**config.mk**
```make
export PLATFORM = sky130hd
export DESIGN_NAME = delimited_frame_receiver_top
export DESIGN_NICKNAME = d
export VERILOG_FILES = /design/src/rtl/dfr_pkg.sv /design/src/rtl/dfr_parser.sv /design/src/rtl/dfr_out_stage.sv /design/src/rtl/delimited_frame_receiver_top.sv
export SDC_FILE = /design/constraint.sdc
export NUM_CORES = 1
export LEC_CHECK = 0
export BUFFER_PORTS_ARGS = -buffer_cell sky130_fd_sc_hd__buf_2
export CORE_MARGIN = 2
export CORE_UTILIZATION = 40
export CTS_CLUSTER_SIZE = 24
export DETAILED_ROUTE_END_ITERATION = 8
export PLACE_DENSITY_LB_ADDON = 0.2
export SLEW_MARGIN = 5
export SYNTH_ARGS = -nofsm -noshare
export SYNTH_HDL_FRONTEND = slang
export SYNTH_SLANG_ARGS = --single-unit
```
**constraint.sdc**
```tcl
create_clock -name clk -period 2.6 [get_ports clk]
set_input_delay 0.13 -clock clk [delete_from_list [all_inputs] [get_ports clk]]
set_output_delay 0.13 -clock clk [all_outputs]
set_load 0.005 [all_outputs]
```
**src/rtl/dfr_pkg.sv**
```systemverilog
`timescale 1ns / 1ps
// ----------------------------------------------------------------------------
// dfr_pkg - delimited frame receiver shared definitions
// Event codes, delimiter bytes, store capacities and the result record.
// ----------------------------------------------------------------------------
package dfr_pkg;

	localparam int unsigned CMD_CAPACITY  = 64;
	localparam int unsigned TUNE_CAPACITY = 32;
	localparam int unsigned CMD_LEN_W     = $clog2(CMD_CAPACITY);
	localparam int unsigned TUNE_LEN_W    = $clog2(TUNE_CAPACITY);

	localparam logic [7:0] CMD_OPEN   = 8'h28; // '('
	localparam logic [7:0] CMD_CLOSE  = 8'h29; // ')'
	localparam logic [7:0] TUNE_OPEN  = 8'h3C; // '<'
	localparam logic [7:0] TUNE_CLOSE = 8'h3E; // '>'
	localparam logic [7:0] FWD_START  = 8'hEE;

	localparam logic KIND_CMD  = 1'b0;
	localparam logic KIND_TUNE = 1'b1;

	typedef enum logic [2:0] {
		EV_IGNORED     = 3'd0,
		EV_STARTED     = 3'd1,
		EV_STORED      = 3'd2,
		EV_DROPPED     = 3'd3,
		EV_COMPLETE    = 3'd4,
		EV_FORWARDED   = 3'd5,
		EV_FWD_ENTERED = 3'd6
	} event_t;

	typedef struct packed {
		logic [2:0] ev;
		logic       kind;
		logic [5:0] pos;
		logic [7:0] data;
		logic [5:0] len;
	} res_t;

endpackage

```
**src/rtl/dfr_parser.sv**
```systemverilog
`timescale 1ns / 1ps
// ----------------------------------------------------------------------------
// dfr_parser - frame mode tracker
// Holds the receive mode and both frame lengths, and decodes one byte per
// cycle into a result record; its state moves on only while advance is high.
// ----------------------------------------------------------------------------
module dfr_parser (
	input  logic          clk,
	input  logic          arst_n,
	input  logic          advance,
	input  logic [7:0]    rx_byte,
	output dfr_pkg::res_t res
);
	import dfr_pkg::*;

	typedef enum logic [1:0] {
		MODE_IDLE = 2'd0,
		MODE_CMD  = 2'd1,
		MODE_TUNE = 2'd2,
		MODE_FWD  = 2'd3
	} mode_t;

	mode_t                 mode_q, mode_d;
	logic [CMD_LEN_W-1:0]  cmd_len_q, cmd_len_d;
	logic [TUNE_LEN_W-1:0] tune_len_q, tune_len_d;
	logic                  cmd_full, tune_full;

	assign cmd_full  = (cmd_len_q == CMD_LEN_W'(CMD_CAPACITY - 1));
	assign tune_full = (tune_len_q == TUNE_LEN_W'(TUNE_CAPACITY - 1));

	always_comb begin
		res        = '0;
		mode_d     = mode_q;
		cmd_len_d  = cmd_len_q;
		tune_len_d = tune_len_q;
		// start bytes win in every mode
		if (rx_byte == CMD_OPEN) begin
			mode_d    = MODE_CMD;
			cmd_len_d = '0;
			res.ev    = EV_STARTED;
			res.kind  = KIND_CMD;
		end else if (rx_byte == TUNE_OPEN) begin
			mode_d     = MODE_TUNE;
			tune_len_d = '0;
			res.ev     = EV_STARTED;
			res.kind   = KIND_TUNE;
		end else if (rx_byte == FWD_START) begin
			mode_d = MODE_FWD;
			res.ev = EV_FWD_ENTERED;
		end else begin
			case (mode_q)
				MODE_CMD: begin
					res.kind = KIND_CMD;
					if (rx_byte == CMD_CLOSE) begin
						mode_d  = MODE_IDLE;
						res.ev  = EV_COMPLETE;
						res.len = 6'(cmd_len_q);
					end else if (cmd_full) begin
						res.ev   = EV_DROPPED;
						res.data = rx_byte;
						res.len  = 6'(cmd_len_q);
					end else begin
						cmd_len_d = cmd_len_q + 1'b1;
						res.ev    = EV_STORED;
						res.pos   = 6'(cmd_len_q);
						res.data  = rx_byte;
						res.len   = 6'(cmd_len_d);
					end
				end
				MODE_TUNE: begin
					res.kind = KIND_TUNE;
					if (rx_byte == TUNE_CLOSE) begin
						mode_d  = MODE_IDLE;
						res.ev  = EV_COMPLETE;
						res.len = 6'(tune_len_q);
					end else if (tune_full) begin
						res.ev   = EV_DROPPED;
						res.data = rx_byte;
						res.len  = 6'(tune_len_q);
					end else begin
						tune_len_d = tune_len_q + 1'b1;
						res.ev     = EV_STORED;
						res.pos    = 6'(tune_len_q);
						res.data   = rx_byte;
						res.len    = 6'(tune_len_d);
					end
				end
				MODE_FWD: begin
					res.ev   = EV_FORWARDED;
					res.data = rx_byte;
				end
				default: begin
					res.ev = EV_IGNORED;
				end
			endcase
		end
	end

	always_ff @(posedge clk or negedge arst_n) begin
		if (!arst_n) begin
			mode_q     <= MODE_IDLE;
			cmd_len_q  <= '0;
			tune_len_q <= '0;
		end else if (advance) begin
			mode_q     <= mode_d;
			cmd_len_q  <= cmd_len_d;
			tune_len_q <= tune_len_d;
		end
	end

endmodule

```
**src/rtl/dfr_out_stage.sv**
```systemverilog
`timescale 1ns / 1ps
// ----------------------------------------------------------------------------
// dfr_out_stage - result register
// Holds one result beat until the consumer takes it.
// ----------------------------------------------------------------------------
module dfr_out_stage (
	input  logic          clk,
	input  logic          arst_n,
	input  logic          load_valid,
	output logic          load_ready,
	input  dfr_pkg::res_t load_res,
	output logic          res_valid,
	input  logic          res_ready,
	output dfr_pkg::res_t res_q
);
	import dfr_pkg::*;

	logic valid_q;

	assign load_ready = !valid_q || res_ready;
	assign res_valid  = valid_q;

	always_ff @(posedge clk or negedge arst_n) begin
		if (!arst_n) begin
			valid_q <= 1'b0;
		end else if (load_ready) begin
			valid_q <= load_valid;
		end
	end

	// payload needs no reset
	always_ff @(posedge clk) begin
		if (load_ready && load_valid) begin
			res_q <= load_res;
		end
	end

endmodule

```
**src/rtl/delimited_frame_receiver_top.sv**
```systemverilog
`timescale 1ns / 1ps
// ----------------------------------------------------------------------------
// delimited_frame_receiver_top - delimited serial frame receiver
// Sorts received bytes into command and tuning frames and a forward stream.
// ----------------------------------------------------------------------------
// Each accepted byte yields exactly one result beat. A byte is registered on
// acceptance, decoded against the mode and frame lengths from that register,
// and its result is registered into the output stage once that stage has room,
// where it waits on the result ports until taken; one byte per cycle is sustained
// as long as res_ready stays high. rx_ready depends combinationally on res_ready.
// Frame payload is delivered on the result channel as store events carrying
// the byte and its position; the block keeps only the lengths.
module delimited_frame_receiver_top (
	input  logic       clk,
	input  logic       arst_n,
	input  logic       rx_valid,
	output logic       rx_ready,
	input  logic [7:0] rx_byte,
	output logic       res_valid,
	input  logic       res_ready,
	output logic [2:0] event_res,
	output logic       frame_kind,
	output logic [5:0] position,
	output logic [7:0] data_byte,
	output logic [5:0] frame_length
);
	import dfr_pkg::*;

	logic       valid_s1;
	logic [7:0] byte_s1;
	logic       load_ready;
	logic       advance;
	res_t       dec_res;
	res_t       res_q;

	assign advance  = valid_s1 && load_ready;
	assign rx_ready = !valid_s1 || load_ready;

	always_ff @(posedge clk or negedge arst_n) begin
		if (!arst_n) begin
			valid_s1 <= 1'b0;
		end else if (rx_ready) begin
			valid_s1 <= rx_valid;
		end
	end

	always_ff @(posedge clk) begin
		if (rx_ready && rx_valid) begin
			byte_s1 <= rx_byte;
		end
	end

	dfr_parser u_parser (
		.clk     (clk),
		.arst_n  (arst_n),
		.advance (advance),
		.rx_byte (byte_s1),
		.res     (dec_res)
	);

	dfr_out_stage u_out (
		.clk        (clk),
		.arst_n     (arst_n),
		.load_valid (valid_s1),
		.load_ready (load_ready),
		.load_res   (dec_res),
		.res_valid  (res_valid),
		.res_ready  (res_ready),
		.res_q      (res_q)
	);

	assign event_res    = res_q.ev;
	assign frame_kind   = res_q.kind;
	assign position     = res_q.pos;
	assign data_byte    = res_q.data;
	assign frame_length = res_q.len;

endmodule

```
==> results.md, run 1 <==
- Status: complete, no violations
- Fillers: 585
- Cell variety after synth: 58
- FF-to-FF path depth: 5
- Gr ovfl total: 0
- Max Slew Vio Count: 0
- WHS Endpoint: byte_s1[3]
- CTS Root Cell: clkbuf_8
- GR met3 Demand/Resource: 3.76%
- Vias per inst: 5.53
- # clock sinks: 47
- Yosys reg bits: 47
- Via Count: 1926
- Mapped Area: 2550 um2
- Gpl congestion: 0.887
- Setup slack after layout: 176 ps
- Most used routing layer: met2
- WS Path Type: flop to flop
- Core ar.: 6240 um2
- Type of origin of the critical path: flop
- Area grow syn2layout: 17.3%
- R2R Path End: u_out.res_q[16]
- Final setup fails: 0
- CP arrival: 2470 ps
- Worst path cell trace: nor4b_4 > nand4_1 > and3_1 > a22oi_1 > nor2_1
- Worst-margin pin slew: 523 ps
- Routed len/inst: 15.4 um
- Met1 usage: 22.5%
- Starting DRT DRC Count: 187
- Initial Utilization: 40.8%
- Die Wd: 83.8 um
- Synth Flop Type: edfxtp_1
- IO buf count: 37
- First-pass GRT wire length: 8.90 mm
- Die Y: 83.8 um
- I/O Pins: 38
- Setup bufs post-CTS: 0
- TritonCTS Buffers: 5
- Power Density: 912 nW/um2
- CTS tree: yes
- Skew final: 5.88 ps
- Syn nets: 246
- Slowest stage delay, CP: 510 ps
- Reg2reg start: byte_s1[1]
- RSZ-0062 raised after global routing: false
- Worst path bufs/invs: 0
- Pleak: 0.00128 uW
- DRC Markers: 0
- Total Neg Setup Slack: 0 ps
- DPL Wire Length: 3.97 mm
- Full die area: 7020 um2
- Synth cell count leaders: edfxtp_1 (32), nand2_1 (16), dfrtp_1 (15), nor2_1 (15), inv_1 (13)
- Gate Count Post-Synth: 223
- Number of synthesized flops with an enable pin: 32
- Tot GR Track Use: 15.8%
- Routed WL: 5.35 mm
- Most frequent cell after synthesis: edfxtp_1
- Worst setup EP type: flop
- Share of the synthesized area in the top cell type: 37.7%
- Clock Latency Late Sink: 300 ps
- H-tree depth: 2
- Max_cap viols: 0
- Core Rows: 29
- Crit-path max FO: 11
- Initial antenna violation count: 0
- Sequential area share after synthesis: 52.5%
- Hold path start: rx_byte[3]
- Critical Path RT: 2650 ps
- Fin nets: 293
- Worst vdd ir: 0.000325 V
- R2r setup slk: 180 ps
- Fin crit period: 2420 ps
- Mean Syn Cell Area: 11.4 um2
- Vias in the first global route: 1740
- Worst Hold Depth: 1
- Clk pin slew, worst setup/hold paths: 80 ps
- Ys async rst share: 31.9%
- Dpl ws: 264 ps
- Synth warn: 0
- Tcrit/Tclk final: 93.2%
- Fin. Hold Viols: 0
- Largest area contributor in the netlist: edfxtp_1
- Maximum number of pins on one net before global-route repair: 25
- ANT nets after route: 0
- Slowest-stage cell, CP: nand4_1
- Met2 Usage GRT: 23.3%
- CP top delay family: simple AND/OR/NAND/NOR gates
- Fmax achieved: 413 MHz
- Hold Crit Class: input port to flop
- Clock buffer depth: 2
- Drt pass-1 iters: 5
- Slew Limit Headroom: 65.0%
- Ant. Diodes: 0
- Area contributors post-synth: edfxtp_1 (38%), dfrtp_1 (15%), ha_1 (5.4%), nand2_1 (2.4%), nor2_1 (2.2%)
- Share of cells above drive strength 1: 24.7%
## sequential cells by signal, indices dropped and copies added (netlist names)
signal               count
u_parser.cmd_len_q       6
u_parser.tune_len_q      5
byte_s1                  8
u_out.res_q             24
u_parser.mode_q          2
valid_s1                 1
u_out.res_valid          1
## power breakdown
group	internal, uW	total, uW	switching (uW)
Combinational	487	1090	601
Clock	243	469	226
Sequential	1030	1170	138
Total	1760	2720	965
## cell usage in the layout (no fill, tap or decap), types with 5 or more instances in the layout
| master | netlist | final |
|---|---|---|
| buf_2 | 3 | 37 |
| edfxtp_1 | 32 | 32 |
| nand2_1 | 16 | 16 |
| nor2_1 | 15 | 15 |
| dfrtp_1 | 15 | 15 |
| inv_1 | 13 | 13 |
| ha_1 | 11 | 11 |
| and3_1 | 8 | 8 |
| a21oi_1 | 8 | 8 |
| nand3_1 | 8 | 8 |
| o21ai_0 | 7 | 7 |
| clkbuf_8 | 0 | 7 |
| dlygate4sd3_1 | 0 | 7 |
| mux2i_1 | 5 | 5 |
| o22ai_1 | 5 | 5 |
| buf_4 | 1 | 5 |
## metrics by stage
| step | cell area [um2] | std cells | utilization, % | power, uW | hold slack, ps |
|---|---|---|---|---|---|
| floorplan | 2550 | 223 | - | 1910 | -166 |
| global placement | 2820 | 333 | 45.1 | 2250 | 55.2 |
| detailed placement | 2820 | 333 | 45.1 | 2250 | 57.6 |
| CTS | 2960 | 345 | 47.4 | 2730 | 0.102 |
| global route | 2990 | 348 | 47.9 | 2930 | 0.392 |
| finish | 2990 | 348 | 47.9 | 2720 | 14.2 |
## worst reg2reg max path, stage by stage, from the launching register on
cell,delay [ps]
edfxtp_1,490
nor4b_4,490
nand4_1,510
and3_1,450
a22oi_1,180
nor2_1,60
## final cells by class
class | count | area, um2 | area share (%)
clock buffers | 8 | 100 | 3.35
inverters | 13 | 48.8 | 1.63
multi-input cells | 154 | 1110 | 37.3
flip-flops and latches | 47 | 1340 | 44.7
well taps | 77 | 96.3 | 3.22
repair buffers | 49 | 293 | 9.80
## logic make-up after synthesis
logic type | count (synthesis) | synth area share [%]
buf+inv | 22 | 3.83
fa+ha+maj | 11 | 5.40
compound gates | 56 | 16.6
simple gates | 78 | 18.4
flops | 47 | 52.5
xor+xnor | 4 | 1.38
mux | 5 | 1.96
## what timing repair did
item,4_1_cts,5_1_grt
hold endpoints to repair,18,3
hold buffers,4,3
endpoints found under the setup margin,0,0
gates resized for setup,0,0
## layer usage
layer  wire length (um)  share of wire (%)
met5                  0                  0
met4                 99                1.9
met3                335                6.3
met2               2350                 44
met1               2570                 48
## how the worst max path moves through the flow
stage | from | to | slack [ps] | cells after the start
after floorplan | u_out.res_valid | u_parser.tune_len_q[3] | 400 | 6
after global placement | u_parser.cmd_len_q[0] | u_parser.cmd_len_q[5] | 260 | 6
after detailed placement | u_parser.cmd_len_q[0] | u_parser.cmd_len_q[5] | 260 | 6
after CTS | byte_s1[1] | u_out.res_q[16] | 240 | 5
after global routing | byte_s1[1] | u_out.res_q[16] | 80 | 5
final | byte_s1[1] | u_out.res_q[16] | 180 | 5
(Power assumes the default switching activity.)
==> run 2: changes to the inputs <==
--- a/config.mk
+++ b/config.mk
@@ -10,7 +10,6 @@
 export CORE_UTILIZATION = 40
 export CTS_CLUSTER_SIZE = 24
 export DETAILED_ROUTE_END_ITERATION = 8
-export PLACE_DENSITY_LB_ADDON = 0.2
 export SLEW_MARGIN = 5
 export SYNTH_ARGS = -nofsm -noshare
 export SYNTH_HDL_FRONTEND = slang
==> run 2 against run 1 <==
Effect of this change: non-clock buffer count is the same; via count grew 1.5%; setup slack lost 10 ps; utilization shrank 0.30 points; critical endpoint unchanged; largest cell class unchanged.
==> results.md, run 2 (synthesized netlist as in run 1, its figures left out) <==
- CP top delay family: simple AND/OR/NAND/NOR gates
- Most frequent cells in the layout: buf_2 (37), edfxtp_1 (32), nand2_1 (16), nor2_1 (15), dfrtp_1 (15)
- Int Power: 1710 uW (-2.9%)
- First-pass GRT wire length: 9.31 mm (+4.6%)
- Slowest stage delay, CP: 510 ps (about the same)
- Clock Latency Late Sink: 290 ps (about the same)
- Seq pwr share: 43.2% (+0.3 points)
- Max_cap viols: 0 (unchanged)
- IO buf count: 37 (unchanged)
- Initial Utilization: 40.8% (unchanged)
- Total Neg Setup Slack: 0 ps (unchanged)
- Drt pass-1 iters: 4 (-1)
- DPL Wire Length: 4.03 mm (+1.5%)
- Routed len/inst: 15.9 um (+3.3%)
- Placed instance area: 2820 um2 (unchanged)
- Worst Hold Depth: 1 (unchanged)
- Status: complete, no violations
- Reg2reg start: byte_s1[1]
- Top reg by flops: u_out.res_q
- Clk pin slew, worst setup/hold paths: 90 ps (about the same)
- CP arrival: 2480 ps (about the same)
- I/O Pins: 38 (unchanged)
- CTS Root Cell: clkbuf_8
- Vias in the first global route: 1868 (+7.4%)
- Ant. Diodes: 0 (unchanged)
- Switching share of power: 36.6% (+1.2 points)
- Setup bufs post-CTS: 0 (unchanged)
- Initial antenna violation count: 0 (unchanged)
- Core Rows: 29 (unchanged)
- Vias per inst: 5.62 (+1.5%)
- Crit-path max FO: 11 (unchanged)
- Routed WL: 5.52 mm (+3.3%)
- ANT nets after route: 0 (unchanged)
- Gpl congestion: 0.879 (-0.90%)
- Full die area: 7020 um2 (unchanged)
- Clock buffer depth: 2 (unchanged)
- Design area: 2970 um2 (-0.63%)
- Starting DRT DRC Count: 256 (+37%)
- H-tree depth: 2 (unchanged)
- Core ar.: 6240 um2 (unchanged)
- R2R Path End: u_out.res_q[16]
- Fin nets: 293 (unchanged)
- Final setup fails: 0 (unchanged)
- Worst-margin pin slew: 497 ps (-26.3 ps)
- Fin crit period: 2430 ps (+10.1 ps)
- Slowest-stage cell, CP: edfxtp_1
- Power Density: 908 nW/um2 (-0.39%)
- Largest registers: u_out.res_q: 24 flops, byte_s1: 8 flops, u_parser.cmd_len_q: 6 flops
- Pleak: 0.00127 uW (-0.73%)
- R2r setup slk: 170 ps (about the same)
- Fin. Hold Viols: 0 (unchanged)
- DRC Markers: 0 (unchanged)
- Worst path cell trace: nor4b_4 > nand4_1 > and3_1 > a22oi_1 > nor2_1
- Slew Limit Headroom: 66.8% (+1.8 points)
- Die Y: 83.8 um (unchanged)
- WHS Endpoint: byte_s1[1]
- Final std cells w/o fill: 348 (unchanged)
- Hold Crit Class: input port to flop
- Share of cells above drive strength 1: 24.4% (-0.37 points)
- Critical Path RT: 2650 ps (about the same)
- Gr ovfl total: 0 (unchanged)
- TritonCTS Buffers: 5 (unchanged)
- Max Slew Vio Count: 0 (unchanged)
- Hold path start: rx_byte[1]
- Via Count: 1955 (+1.5%)
- Clock share of power: 15.9% (-1.3 points)
- Maximum number of pins on one net before global-route repair: 30 (+20%)
- NetSw: 988 uW (+2.4%)
- Area grow syn2layout: 16.6%
- Worst path bufs/invs: 0 (unchanged)
- CTS tree: yes
- Worst setup EP type: flop
- Combinational share of power: 40.9% (+1.0 points)
- Die Wd: 83.8 um (unchanged)
- RSZ-0062 raised after global routing: false
- Placed insts: 333 (unchanged)
- Max reg flops: 24 (unchanged)
- # clock sinks: 47 (unchanged)
- Skew final: 8.01 ps (+2.13 ps)
- Worst vdd ir: 0.000343 V (+5.8%)
- Tcrit/Tclk final: 93.6% (+0.39 points)
- Fmax achieved: 411 MHz (-0.41%)
- Commonest non-fill, non-tap cell in the layout: buf_2
- FF-to-FF path depth: 5 (unchanged)
- Type of origin of the critical path: flop
- Tot GR Track Use: 16.3% (+0.53 points)
- WS Path Type: flop to flop
==> run 2: cell count changes in the layout (fill, tap and decap cells not counted), sizes merged <==
cell / change
clkinv: +1
clkbuf: -1
==> run 2: worst max-delay path by stage <==
| stage | startpoint | endpoint | slack, ps | depth (start not counted) |
|---|---|---|---|---|
| 2_1_floorplan | u_out.res_valid | u_parser.tune_len_q[3] | 400 | 6 |
| 3_3_place_gp | byte_s1[1] | u_out.res_q[16] | 250 | 5 |
| 3_5_place_dp | byte_s1[1] | u_out.res_q[16] | 220 | 5 |
| 4_1_cts | byte_s1[1] | u_out.res_q[16] | 190 | 5 |
| 5_1_grt | byte_s1[1] | u_out.res_q[16] | 20 | 5 |
| 6_report | byte_s1[1] | u_out.res_q[16] | 170 | 5 |
==> run 2: layout make-up <==
cell class / count / area [um2]
fillers: 593 / 3270
clock buffers: 7 / 76.3
well taps: 77 / 96.3
repair buffers: 49 / 293
multi-input cells: 154 / 1110
flip-flops and latches: 47 / 1340
inverters: 13 / 48.8
clock inverters: 1 / 5.00
==> run 2: metal layers <==
metal / wire length, um / global-route usage, %
met1: 2620 / 22.9
met2: 2520 / 25.7
met3: 310 / 3.76
met4: 72 / 4.40
met5: 0 / 0
==> run 2: timing repair <==
item	4_1_cts	5_1_grt
hold endpoints to repair	21	0
resized for setup	0	0
hold buffers	7	0
==> run 2: power groups by stage <==
| stage | logic, uW | clock network (uW) | registers, uW |
|---|---|---|---|
| global placement | 1070 | 0 | 1180 |
| floorplan | 757 | 0 | 1160 |
| CTS | 1090 | 439 | 1170 |
| detailed placement | 1080 | 0 | 1180 |
| finish | 1100 | 429 | 1170 |
| global route | 1220 | 467 | 1190 |
==> run 2: stage by stage <==
step                      hold slack, ps  setup slack, ps  total power, uW  util, %
after global placement              58.7              249             2250     45.1
final                               13.9              166             2700     47.6
after global routing                1.41             15.9             2880     47.6
after CTS                           4.85              190             2690     47.6
after detailed placement            61.9              215             2260     45.1
after floorplan                     -166              397             1910        -
==> run 3: changes to the inputs <==
==> constraint.sdc (replaced) <==
create_clock -name clk -period 3.1 [get_ports clk]
set_input_delay 0.155 -clock clk [delete_from_list [all_inputs] [get_ports clk]]
set_output_delay 0.155 -clock clk [all_outputs]
set_load 0.005 [all_outputs]
==> run 3 against run 2 <==
Effect of this change: clock power is 2% higher; worst hold slack better by 2.4 ps; first-iteration DRC count is 24% lower; clock-buffer cell count stayed put; die area stayed put; via count is 0.51% lower; wire length is 2.1% lower; register-to-register slack better by 430 ps.
==> results.md, run 3 (synthesized netlist as in run 1, its figures left out) <==
- Drt pass-1 iters: 6 (+2)
- Max Slew Vio Count: 0 (unchanged)
- Slew Limit Headroom: 49.4% (-17 points)
- Vias per inst: 5.72 (+1.8%)
- H-tree depth: 2 (unchanged)
- Final setup fails: 0 (unchanged)
- Area grow syn2layout: 14.8%
- Maximum number of pins on one net before global-route repair: 21 (-30%)
- Slowest-stage cell, CP: a211oi_1
- Initial antenna violation count: 0 (unchanged)
- Starting DRT DRC Count: 194 (-24%)
- Clock Latency Late Sink: 310 ps (+20 ps)
- Worst path cell trace: ha_1 > and3_1 > ha_1 > a211oi_1 > o2111ai_1 > a22o_1
- Worst vdd ir: 0.000341 V (-0.73%)
- CTS Root Cell: clkbuf_8
- Ant. Diodes: 0 (unchanged)
- I/O Pins: 38 (unchanged)
- RSZ-0062 raised after global routing: false
- First-pass GRT wire length: 8.78 mm (-5.6%)
- DRC Markers: 0 (unchanged)
- TritonCTS Buffers: 5 (unchanged)
- Gr ovfl total: 0 (unchanged)
- Gpl congestion: 0.810 (-7.9%)
- Switching share of power: 35.6% (-1.0 points)
- Vias in the first global route: 1695 (-9.3%)
- Total Neg Setup Slack: 0 ps (unchanged)
- Status: complete, no violations
- Type of origin of the critical path: flop
- Seq pwr share: 42.3% (-0.9 points)
- Max reg flops: 24 (unchanged)
- Worst setup EP type: flop
- Largest registers: u_out.res_q: 24 flops, byte_s1: 8 flops, u_parser.cmd_len_q: 6 flops
- Die Wd: 83.8 um (unchanged)
- R2r setup slk: 600 ps (+430 ps)
- Tcrit/Tclk final: 80.7% (-13 points)
- Core Rows: 29 (unchanged)
- Via Count: 1945 (-0.51%)
- Die Y: 83.8 um (unchanged)
- Fmax achieved: 400 MHz (-2.7%)
- Clock share of power: 18.9% (+3.0 points)
- Full die area: 7020 um2 (unchanged)
- DPL Wire Length: 4.04 mm (+0.12%)
- Clock buffer depth: 2 (unchanged)
- Share of cells above drive strength 1: 23.6% (-0.78 points)
- Dpl ws: 635 ps (+419 ps)
- Fin crit period: 2500 ps (+67.7 ps)
- Top cell by count, worst path: ha_1
- Hold Crit Class: input port to flop
- Commonest non-fill, non-tap cell in the layout: buf_2
- Combinational share of power: 38.8% (-2.1 points)
- Max_cap viols: 0 (unchanged)
- Crit-path max FO: 7 (-4)
- Core ar.: 6240 um2 (unchanged)
- ANT nets after route: 0 (unchanged)
- Tot GR Track Use: 15.9% (-0.46 points)
- NetSw: 828 uW (-16%)
- Clk pin slew, worst setup/hold paths: 90 ps (about the same)
- IO buf count: 37 (unchanged)
- # clock sinks: 47 (unchanged)
- Skew final: 12.4 ps (+4.41 ps)
- Resized Gates After CTS: 0 (unchanged)
- Fin. Hold Viols: 0 (unchanged)
- Pleak: 0.00124 uW (-2.0%)
- Finished Core Util: 46.9% (-0.72 points)
- Routed WL: 5.41 mm (-2.1%)
- Top reg by flops: u_out.res_q
- Slowest stage delay, CP: 610 ps (+100 ps)
- CTS tree: yes
- Setup bufs post-CTS: 0 (unchanged)
- WS Path Type: flop to flop
- Initial Utilization: 40.8% (unchanged)
- Critical Path RT: 3300 ps (+650 ps)
- Fin nets: 285 (-2.7%)
- Int Power: 1500 uW (-12%)
- Routed len/inst: 15.9 um (+0.24%)
- CP arrival: 2700 ps (+220 ps)
- Power Density: 795 nW/um2 (-13%)
- Most frequent cells in the layout: buf_2 (37), edfxtp_1 (32), nand2_1 (16), nor2_1 (15), dfrtp_1 (15)
- Worst-margin pin slew: 754 ps (+257 ps)
- Setup slack after layout: 599 ps (+432 ps)
## run 3: changes by cell type in the layout (fill, tap and decap cells not counted), sizes merged
cell / change
clkinv: -1
dlygate4sd3: -4
bufinv: +1
buf: -4
## run 3: area by class of cell
| class | instances | area (um2) |
|---|---|---|
| clock buffers | 7 | 76.3 |
| inverters | 13 | 48.8 |
| flip-flops and latches | 47 | 1340 |
| well taps | 77 | 96.3 |
| fillers | 583 | 3320 |
| multi-input cells | 154 | 1110 |
| repair buffers | 41 | 223 |
| clock inverters | 1 | 30.0 |
## run 3: metrics by stage
| step | hold WS [ps] | power, uW | cell area (um2) | cells |
|---|---|---|---|---|
| global route | 0.744 | 2480 | 2920 | 340 |
| CTS | 9.42 | 2320 | 2900 | 338 |
| floorplan | -141 | 1610 | 2550 | 223 |
| finish | 16.3 | 2320 | 2920 | 340 |
| global placement | 84.8 | 1880 | 2790 | 329 |
| detailed placement | 85.6 | 1880 | 2790 | 329 |
## run 3: layer usage
| layer | track usage (%) | wire [um] | vias up |
|---|---|---|---|
| met2 | 23.8 | 2450 | 90 |
| met1 | 22.6 | 2470 | 918 |
| li1 | - | - | 927 |
| met3 | 3.66 | 393 | 10 |
| met4 | 5.72 | 99 | 0 |
| met5 | 0 | 0 | - |
## run 3: repair_timing
item / CTS / global route
setup endpoints to repair: 0 / 0
hold endpoints to repair: 15 / 2
hold buffers: 1 / 2
## run 3: worst max-delay path, delay by kind of cell, from the launching register on
kind | cells | cell delay [ps]
AO/OA/AOI/OAI | 3 | 1190
AND/OR/NAND/NOR | 1 | 210
flip-flops | 1 | 470
adder cells (fa/ha/maj) | 2 | 510
## run 3: worst paths after layout
path,from,to,cells past startpoint
hold / removal,rx_byte[3],byte_s1[3],1
hold reg to reg,valid_s1,u_out.res_valid,1
min in group asynchronous,arst_n,u_out.res_valid,2
max in group asynchronous,arst_n,u_parser.cmd_len_q[3],2
setup / recovery,u_parser.tune_len_q[0],u_parser.tune_len_q[4],6
setup reg to reg,u_parser.tune_len_q[0],u_parser.tune_len_q[4],6
## run 3: power by group through the flow
| stage | sequential (uW) | combinational, uW | clock [uW] |
|---|---|---|---|
| floorplan | 971 | 635 | 0 |
| global placement | 992 | 890 | 0 |
| detailed placement | 995 | 887 | 0 |
| CTS | 982 | 893 | 449 |
| global route | 1000 | 995 | 480 |
| finish | 984 | 902 | 439 |
